## src/design/mi4_pkg.sv

```systemverilog
package mi4_pkg;

    localparam int ELEM_W   = 32;
    localparam int THR_W    = 31;
    localparam int ACC_W    = 136;
    localparam int COF_W    = 99;
    localparam int DABS_W   = 131;
    localparam int DIV_W    = 164;
    localparam int Q_W      = 35;
    localparam int DIV_LAST = 35;

    localparam logic [3:0] LAST_IDX = 4'd15;

    localparam logic [2:0] ADDR_THRESH = 3'd0;

    typedef enum logic [2:0] {
        A_HOLD,
        A_ELEM,
        A_PLO,
        A_PHI,
        A_COF
    } t_asel;

    typedef enum logic [3:0] {
        ST_LOAD,
        ST_COF,
        ST_CSTORE,
        ST_DET,
        ST_DSTORE,
        ST_SING,
        ST_DIV,
        ST_EMIT
    } t_state;

    typedef struct packed {
        logic        wr_en;
        logic [3:0]  addr;
        t_asel       a_sel;
        logic        b_ld;
        logic        mul;
        logic        acc_clr;
        logic        acc_add;
        logic        acc_neg;
        logic [1:0]  limb;
        logic [3:0]  cidx;
        logic        cof_st;
        logic        det_st;
        logic        sing_chk;
        logic        div_init;
        logic        div_step;
        logic        div_round;
        logic        out_ld;
    } t_dp_cmd;

    typedef struct packed {
        logic sing;
    } t_dp_stat;

endpackage

```

## src/design/mi4_ctrl.sv

```systemverilog
module mi4_ctrl
    import mi4_pkg::*;
(
    input  logic       i_clk,
    input  logic       i_rst_n,
    input  logic       i_valid,
    output logic       o_stall,
    output logic       o_valid,
    input  logic       i_stall,
    output logic [3:0] o_position,
    output logic       o_singular,
    output logic       o_final_res,
    input  t_dp_stat   i_stat,
    output t_dp_cmd    o_cmd
);

    t_state     r_state, n_state;
    logic [3:0] r_cnt, n_cnt;
    logic [3:0] r_ci, n_ci;
    logic [2:0] r_term, n_term;
    logic [2:0] r_step, n_step;
    logic [1:0] r_limb, n_limb;
    logic [5:0] r_dstep, n_dstep;
    logic       r_oval, n_oval;
    logic [3:0] r_pos, n_pos;
    logic       r_osing, n_osing;
    logic       r_fin, n_fin;

    logic [1:0] w_row;
    logic [1:0] w_col;
    logic       w_neg;

    // Index j of a 3x3 minor mapped back to the 4x4 index, skipping s.
    function automatic logic [1:0] skip_idx(input logic [1:0] j, input logic [1:0] s);
        skip_idx = (j >= s) ? j + 2'd1 : j;
    endfunction

    // Column permutation of the six Leibniz terms; the last three are odd.
    function automatic logic [1:0] perm_col(input logic [2:0] t, input logic [1:0] p);
        logic [5:0] cols;
        case (t)
            3'd0:    cols = {2'd2, 2'd1, 2'd0};
            3'd1:    cols = {2'd0, 2'd2, 2'd1};
            3'd2:    cols = {2'd1, 2'd0, 2'd2};
            3'd3:    cols = {2'd1, 2'd2, 2'd0};
            3'd4:    cols = {2'd0, 2'd1, 2'd2};
            default: cols = {2'd2, 2'd0, 2'd1};
        endcase
        perm_col = cols[2*p +: 2];
    endfunction

    function automatic logic [3:0] term_addr(input logic [1:0] r, input logic [1:0] c,
                                             input logic [2:0] t, input logic [1:0] p);
        term_addr = {skip_idx(p, r), skip_idx(perm_col(t, p), c)};
    endfunction

    assign w_row = r_ci[3:2];
    assign w_col = r_ci[1:0];
    assign w_neg = (r_term >= 3'd3) ^ (w_row[0] ^ w_col[0]);

    always_ff @(posedge i_clk) begin
        if (!i_rst_n) begin
            r_state <= ST_LOAD;
            r_cnt   <= '0;
            r_ci    <= '0;
            r_term  <= '0;
            r_step  <= '0;
            r_limb  <= '0;
            r_dstep <= '0;
            r_oval  <= 1'b0;
        end else begin
            r_state <= n_state;
            r_cnt   <= n_cnt;
            r_ci    <= n_ci;
            r_term  <= n_term;
            r_step  <= n_step;
            r_limb  <= n_limb;
            r_dstep <= n_dstep;
            r_oval  <= n_oval;
        end
        r_pos   <= n_pos;
        r_osing <= n_osing;
        r_fin   <= n_fin;
    end

    always_comb begin
        n_state = r_state;
        n_cnt   = r_cnt;
        n_ci    = r_ci;
        n_term  = r_term;
        n_step  = r_step;
        n_limb  = r_limb;
        n_dstep = r_dstep;
        n_oval  = r_oval && i_stall;
        n_pos   = r_pos;
        n_osing = r_osing;
        n_fin   = r_fin;
        o_stall = 1'b1;
        o_cmd   = '0;
        unique case (r_state)
            ST_LOAD: begin
                o_stall = 1'b0;
                if (i_valid) begin
                    o_cmd.wr_en = 1'b1;
                    o_cmd.addr  = r_cnt;
                    n_cnt       = r_cnt + 4'd1;
                    if (r_cnt == LAST_IDX) begin
                        o_cmd.acc_clr = 1'b1;
                        n_state       = ST_COF;
                        n_ci          = '0;
                        n_term        = '0;
                        n_step        = '0;
                    end
                end
            end
            ST_COF: begin
                o_cmd.acc_neg = w_neg;
                n_step        = r_step + 3'd1;
                unique case (r_step)
                    3'd0: begin
                        o_cmd.a_sel = A_ELEM;
                        o_cmd.addr  = term_addr(w_row, w_col, r_term, 2'd0);
                    end
                    3'd1: begin
                        o_cmd.b_ld = 1'b1;
                        o_cmd.addr = term_addr(w_row, w_col, r_term, 2'd1);
                    end
                    3'd3: begin
                        o_cmd.a_sel = A_PLO;
                        o_cmd.b_ld  = 1'b1;
                        o_cmd.addr  = term_addr(w_row, w_col, r_term, 2'd2);
                    end
                    3'd5: begin
                        o_cmd.acc_add = 1'b1;
                        o_cmd.limb    = 2'd0;
                        o_cmd.a_sel   = A_PHI;
                    end
                    3'd7: begin
                        o_cmd.acc_add = 1'b1;
                        o_cmd.limb    = 2'd1;
                        if (r_term == 3'd5) begin
                            n_term  = '0;
                            n_state = ST_CSTORE;
                        end else begin
                            n_term = r_term + 3'd1;
                        end
                    end
                    default: o_cmd.mul = 1'b1;
                endcase
            end
            ST_CSTORE: begin
                o_cmd.cof_st  = 1'b1;
                o_cmd.cidx    = r_ci;
                o_cmd.acc_clr = 1'b1;
                n_ci          = r_ci + 4'd1;
                n_step        = '0;
                n_limb        = '0;
                n_state       = (r_ci == LAST_IDX) ? ST_DET : ST_COF;
            end
            ST_DET: begin
                unique case (r_step)
                    3'd0: begin
                        o_cmd.a_sel = A_COF;
                        o_cmd.cidx  = {2'b00, w_col};
                        o_cmd.limb  = r_limb;
                        o_cmd.b_ld  = 1'b1;
                        o_cmd.addr  = {2'b00, w_col};
                        n_step      = 3'd1;
                    end
                    3'd1: begin
                        o_cmd.mul = 1'b1;
                        n_step    = 3'd2;
                    end
                    default: begin
                        o_cmd.acc_add = 1'b1;
                        o_cmd.limb    = r_limb;
                        n_step        = '0;
                        n_limb        = r_limb + 2'd1;
                        if (r_limb == 2'd3) begin
                            n_ci = r_ci + 4'd1;
                            if (w_col == 2'd3) begin
                                n_state = ST_DSTORE;
                            end
                        end
                    end
                endcase
            end
            ST_DSTORE: begin
                o_cmd.det_st = 1'b1;
                n_state      = ST_SING;
            end
            ST_SING: begin
                o_cmd.sing_chk = 1'b1;
                n_dstep        = '0;
                n_state        = ST_DIV;
            end
            ST_DIV: begin
                if (i_stat.sing) begin
                    n_state = ST_EMIT;
                end else if (r_dstep == 6'd0) begin
                    o_cmd.div_init = 1'b1;
                    o_cmd.cidx     = {r_cnt[1:0], r_cnt[3:2]};
                    n_dstep        = 6'd1;
                end else if (r_dstep == 6'(DIV_LAST)) begin
                    o_cmd.div_round = 1'b1;
                    n_dstep         = '0;
                    n_state         = ST_EMIT;
                end else begin
                    o_cmd.div_step = 1'b1;
                    n_dstep        = r_dstep + 6'd1;
                end
            end
            ST_EMIT: begin
                if (!r_oval || !i_stall) begin
                    o_cmd.out_ld = 1'b1;
                    o_cmd.addr   = r_cnt;
                    n_oval       = 1'b1;
                    n_pos        = r_cnt;
                    n_fin        = (r_cnt == LAST_IDX);
                    n_osing      = i_stat.sing;
                    n_cnt        = r_cnt + 4'd1;
                    n_state      = (r_cnt == LAST_IDX) ? ST_LOAD : ST_DIV;
                end
            end
            default: n_state = ST_LOAD;
        endcase
    end

    assign o_valid     = r_oval;
    assign o_position  = r_pos;
    assign o_singular  = r_osing;
    assign o_final_res = r_fin;

endmodule

```

## config.mk

```make
export PLATFORM = sky130hd
export DESIGN_NAME = mi4_ctrl
export DESIGN_NICKNAME = d
export VERILOG_FILES = /design/src/design/mi4_pkg.sv /design/src/design/mi4_ctrl.sv
export SDC_FILE = /design/constraint.sdc
export NUM_CORES = 1
export LEC_CHECK = 0
export ABC_AREA = 0
export BUFFER_PORTS_ARGS = -buffer_cell sky130_fd_sc_hd__buf_2
export CAP_MARGIN = 20
export CORE_AREA = 2 2 91 93
export CTS_CLUSTER_SIZE = 40
export DETAILED_ROUTE_END_ITERATION = 6
export DIE_AREA = 0 0 93 95
export PLACE_DENSITY_LB_ADDON = 0.25
export SLEW_MARGIN = 40
export SYNTH_ARGS = -nofsm -noshare
export SYNTH_HDL_FRONTEND = slang
export SYNTH_SLANG_ARGS = --single-unit
```

## constraint.sdc

```tcl
create_clock -name i_clk -period 4 [get_ports i_clk]
set_input_delay 0.2 -clock i_clk [delete_from_list [all_inputs] [get_ports i_clk]]
set_output_delay 0.2 -clock i_clk [all_outputs]
set_load 0.005 [all_outputs]
```

==> After elaboration in Yosys (flattened, before gate mapping) <==
Cells that the tools add are included.
W data, S select, Z words.
{ "totals": {"out_inout_bits": 34, "register_bits": 33, "inputBits": 5} }
{ "classes": {"n_bitwise": 2, "mux": 87, "add_sub_neg": 9, "order_cmp": 7, "eq_ne": 32, "n_reduce_logical": 26} }
{ "ops": {"columns": ["cell", "n"], "rows": [
  ["$mux W4", 22],
  ["$mux W6", 6],
  ["$pmux W4 S3", 3],
  ["$pmux W4 S8", 1],
  ["$pmux W6 S5", 1],
  ["$mux W1", 23],
  ["$mux W2", 11],
  ["$mux W3", 7],
  ["$eq A4 B3 Y1 const B", 4],
  ["$ne A2 B2 Y1 const B", 8],
  ["$pmux W4 S4", 1],
  ["$eq A3 B3 Y1 const B", 4],
  ["$pmux W2 S2", 3],
  ["$pmux W3 S4", 1],
  ["$pmux W6 S2", 1],
  ["$pmux W5 S2", 1],
  ["$reduce_and A10 Y1", 1],
  ["$eq A3 B2 Y1 const B", 3],
  ["$add A2 B1 Y2 const B", 4],
  ["$add A4 B1 Y4 const B", 2],
  ["$eq A4 B2 Y1 const B", 2],
  ["$eq A4 B4 Y1 const B", 2],
  ["$pmux W4 S2", 1],
  ["$reduce_bool A2 Y1", 4],
  ["other kinds (31)", 47]
]} }

==> Depth between registers and ports, before layout <==
{ "logic_depth": {"ltp_word": 8, "ltp_mapped": 10, "mapped_depth_nobuf": 9} }

==> Worst setup path before layout <==
Ideal clock, no wire load.
{ "synth_path": {"path_kind": "reg-to-output", "from": "register r_term[1]", "to": "output o_cmd[21] (netlist bit)", "t_required_ns": 3.800, "setup_slack_ns": 1.478, "n_path_buf": 1, "t_arrival_ns": 2.322, "stages_incl_launch_ff": 11, "cell_sequence": "dfxtp_1 > clkbuf_1 > and2_1 > ha_1 > a31oi_1 > ha_1 > nand2b_1 > a21oi_1 > xor2_1 > a222oi_1 > o21ai_0"} }
{ "synth_lines": {"columns": ["item", "line_no", "rtl"], "rows": [
  ["from (decl)", "mi4_ctrl.sv:20", "logic [2:0] r_term, n_term;"],
  ["from (signal assigned)", "mi4_ctrl.sv:75", "r_term <= n_term;"],
  ["to (decl)", "mi4_ctrl.sv:14", "output t_dp_cmd o_cmd"]
]} }

==> impl_metrics.env <==
export IMPL_cp_endpoint="o_cmd[21]"
export IMPL_gp_congestion=0.8166
export IMPL_die_h_um=95
export IMPL_rsz0062_at_grt="no"
export IMPL_p_total_mw=0.6081
export IMPL_die_x_um=93
export IMPL_cts_resized=0
export IMPL_cts_reportedPaths_clkPinSlew_ns=0.07
export IMPL_irDropWorstVdd_uv=128.7
export IMPL_multiInputGateArea_um2=1463
export IMPL_wl_met3_um=369
export IMPL_grt_pass1_wl_mm=9.618
export IMPL_cts_tree="yes"
export IMPL_worst_setup_path_end_kind="output port"
export IMPL_tightestPinTransition_ns=0.7010
export IMPL_cap_violations=0
export IMPL_layout_commonest_cell="buf_2"
export IMPL_path_max_fanout=10
export IMPL_route_vias_total=2092
export IMPL_min_path_type="input port to flop"
export IMPL_final_nets=338
export IMPL_post_cts_buffers=0
export IMPL_start_kind="flop"
export IMPL_synth_cell_area_um2=2302
export IMPL_async_flop_share_pct=0
export IMPL_wl_mm=5.913
export IMPL_postSynthAreaPerCell_um2=7.966
export IMPL_postSynthCellCount=289
export IMPL_htree_levels=2
export IMPL_hold_viol=0
export IMPL_drtIter0Drc=92
export IMPL_period_needed_ns=3.160
export IMPL_clk_latency_ns=0.29
export IMPL_leakagePower_nw=1.142
export IMPL_ys_flop_type="dfxtp_1"
export IMPL_fmax_ghz=0.3165
export IMPL_synth_top_cell_area_share_pct=22.61
export IMPL_antenna_found_initial=0
export IMPL_p_per_area_nw_per_um2=231.3
export IMPL_area_growth_pct=14.18
export IMPL_mostFrequentLayoutCells="buf_2, nand2_1, dfxtp_1"
export IMPL_synthTopCellsByArea="dfxtp_1, ha_1, edfxtp_1"
export IMPL_r2r_cells=5
export IMPL_crit_start="r_term[2]$_SDFFE_PN0P_"
export IMPL_topRoutingLayerUsed="met4"
export IMPL_yosysUniqueCellTypes=53
export IMPL_wl_per_cell_um=14.01
export IMPL_numCtsBuffers=5
export IMPL_holdWs_ns=0.1349
export IMPL_grt_pass1_vias=1922
export IMPL_grt_usage_pct=13.92
export IMPL_firstDrtPassIters=5
export IMPL_r2r_start="r_state[2]$_SDFFE_PN0P_"
export IMPL_ant_nets=0
export IMPL_core_area_um2=7928
export IMPL_rows=33
export IMPL_slew_viol_final=0
export IMPL_met1_length_mm=2.830
export IMPL_grt_ovfl_total=0
export IMPL_fin_worst_skew_ns=0.004994
export IMPL_hold_buffers=0
export IMPL_ys_warn_count=0
export IMPL_drc_errors=0
export IMPL_routed_wl_met2_mm=2.681
export IMPL_final_util_pct=33.16
export IMPL_setup_viol=0
export IMPL_yosys_register_bits=32
export IMPL_worstPathRequired_ns=3.80
export IMPL_cp_arrival_ns=2.96
export IMPL_drive_above_1_share_pct=16.40
export IMPL_tns_ns=0
export IMPL_pin_count=39
export IMPL_seqCellArea_um2=700.7
export IMPL_synth_seq_area_share_pct=30.43
export IMPL_fillerInstances=881
export IMPL_n_antenna_cell=0
export IMPL_outcome="finished clean"
export IMPL_r2r_end="r_state[2]$_SDFFE_PN0P_"
export IMPL_fin_crit_sh_pct=79.00
export IMPL_dp_hpwl_mm=4.380
export IMPL_clock_sink_count=32
export IMPL_avgViaCountPerCell=4.957
export IMPL_rrSetupSlack_ns=1.87
export IMPL_dieArea_um2=8835
export IMPL_syn_nets=311
export IMPL_synth_edf_count=6
export IMPL_cts_path_max_buffers=2
export IMPL_worst_setup_path_type="flop to output port"
export IMPL_yosysTopAreaCell="dfxtp_1"
export IMPL_maxSlewHeadroom_pct=53.20
export IMPL_grt_max_degree=22
export IMPL_port_buffers=38
export IMPL_clockRootBuffer="clkbuf_8"
export IMPL_start_util_pct=29.04
-- per-layer routing --
metal  GRT usage [%]  vias up
li1                -     1068
met1           18.93      970
met2           22.22       50
met3           4.230        4
met4           2.206        0
met5               0        -
-- stage by stage --
| step | instance area (um^2) | worst slack [ns] | cells |
|---|---|---|---|
| 2_1_floorplan | 2302 | 1.478 | 289 |
| 3_3_place_gp | 2541 | 1.308 | 414 |
| 3_5_place_dp | 2541 | 1.170 | 414 |
| 4_1_cts | 2629 | 0.8628 | 422 |
| 5_1_grt | 2629 | 0.5901 | 422 |
| 6_report | 2629 | 0.8401 | 422 |
-- cells in the mapped netlist (2+ instances only) --
cell / instances
a2111oi_0: 2
a21boi_0: 2
a21o_1: 2
a21oi_1: 18
a222oi_1: 2
a22o_1: 5
a22oi_1: 5
a31oi_1: 4
and2_1: 12
and3_1: 4
and3b_1: 2
buf_2: 6
clkbuf_1: 10
dfxtp_1: 26
edfxtp_1: 6
ha_1: 17
inv_1: 15
mux2i_1: 2
nand2_1: 34
nand2b_1: 6
nand3_1: 7
nand4_1: 4
nor2_1: 23
nor2b_1: 10
nor3_1: 4
nor3b_1: 3
o211ai_1: 2
o21a_1: 2
o21ai_0: 15
or3_1: 2
xnor2_1: 5
xor2_1: 11
-- flip-flops by register name, summed over array words and instances, names as in the netlist, 2 cells and up --
signal / flops
o_position: 4
r_cnt: 4
r_ci: 4
r_limb: 2
r_state: 3
r_step: 3
r_term: 3
r_dstep: 6
-- worst min path at each step --
stage           start                    to  slack [ns]  cells past startpoint
6_report       i_stat  o_singular$_DFFE_PP_        0.13                      1
5_1_grt        i_stat  o_singular$_DFFE_PP_        0.14                      1
4_1_cts        i_stat  o_singular$_DFFE_PP_        0.13                      1
3_5_place_dp   i_stat  o_singular$_DFFE_PP_        0.43                      1
3_3_place_gp   i_stat  o_singular$_DFFE_PP_        0.44                      1
2_1_floorplan  i_stat  o_singular$_DFFE_PP_        0.30                      0
-- power by group --
group	internal, mW	switching (mW)
logic	0.00852	0.0111
registers	0.330	0.00449
clock network	0.121	0.133
total	0.460	0.148
-- critical path: stages (launching register included) --
cell and delay, ns:
dfxtp_1 0.51, inv_1 0.13, ha_1 0.24, a31oi_1 0.33, ha_1 0.30, nand2b_1 0.14
a21oi_1 0.28, xor2_1 0.12, a222oi_1 0.36, o21ai_0 0.12, buf_2 0.14
-- layout make-up --
cell class	instances	share of cell area (%)
Sequential cell	32	26.65
Timing Repair Buffer	38	7.235
Tap cell	105	4.998
Clock inverter	3	0.7139
Clock buffer	5	2.618
Inverter	15	2.142
Multi-Input combinational cell	224	55.64
-- logic make-up after synthesis --
kind of cell | Yosys count | share of synthesized area, %
adders and majority gates | 18 | 9.674
and+or+nand+nor | 121 | 28.04
DFF | 32 | 30.43
buffers and inverters | 33 | 6.032
xor gates and xnor gates | 16 | 6.087
AOI/OAI and AO/OA | 67 | 18.86
muxes | 2 | 0.8696
(Power assumes the default switching activity.)
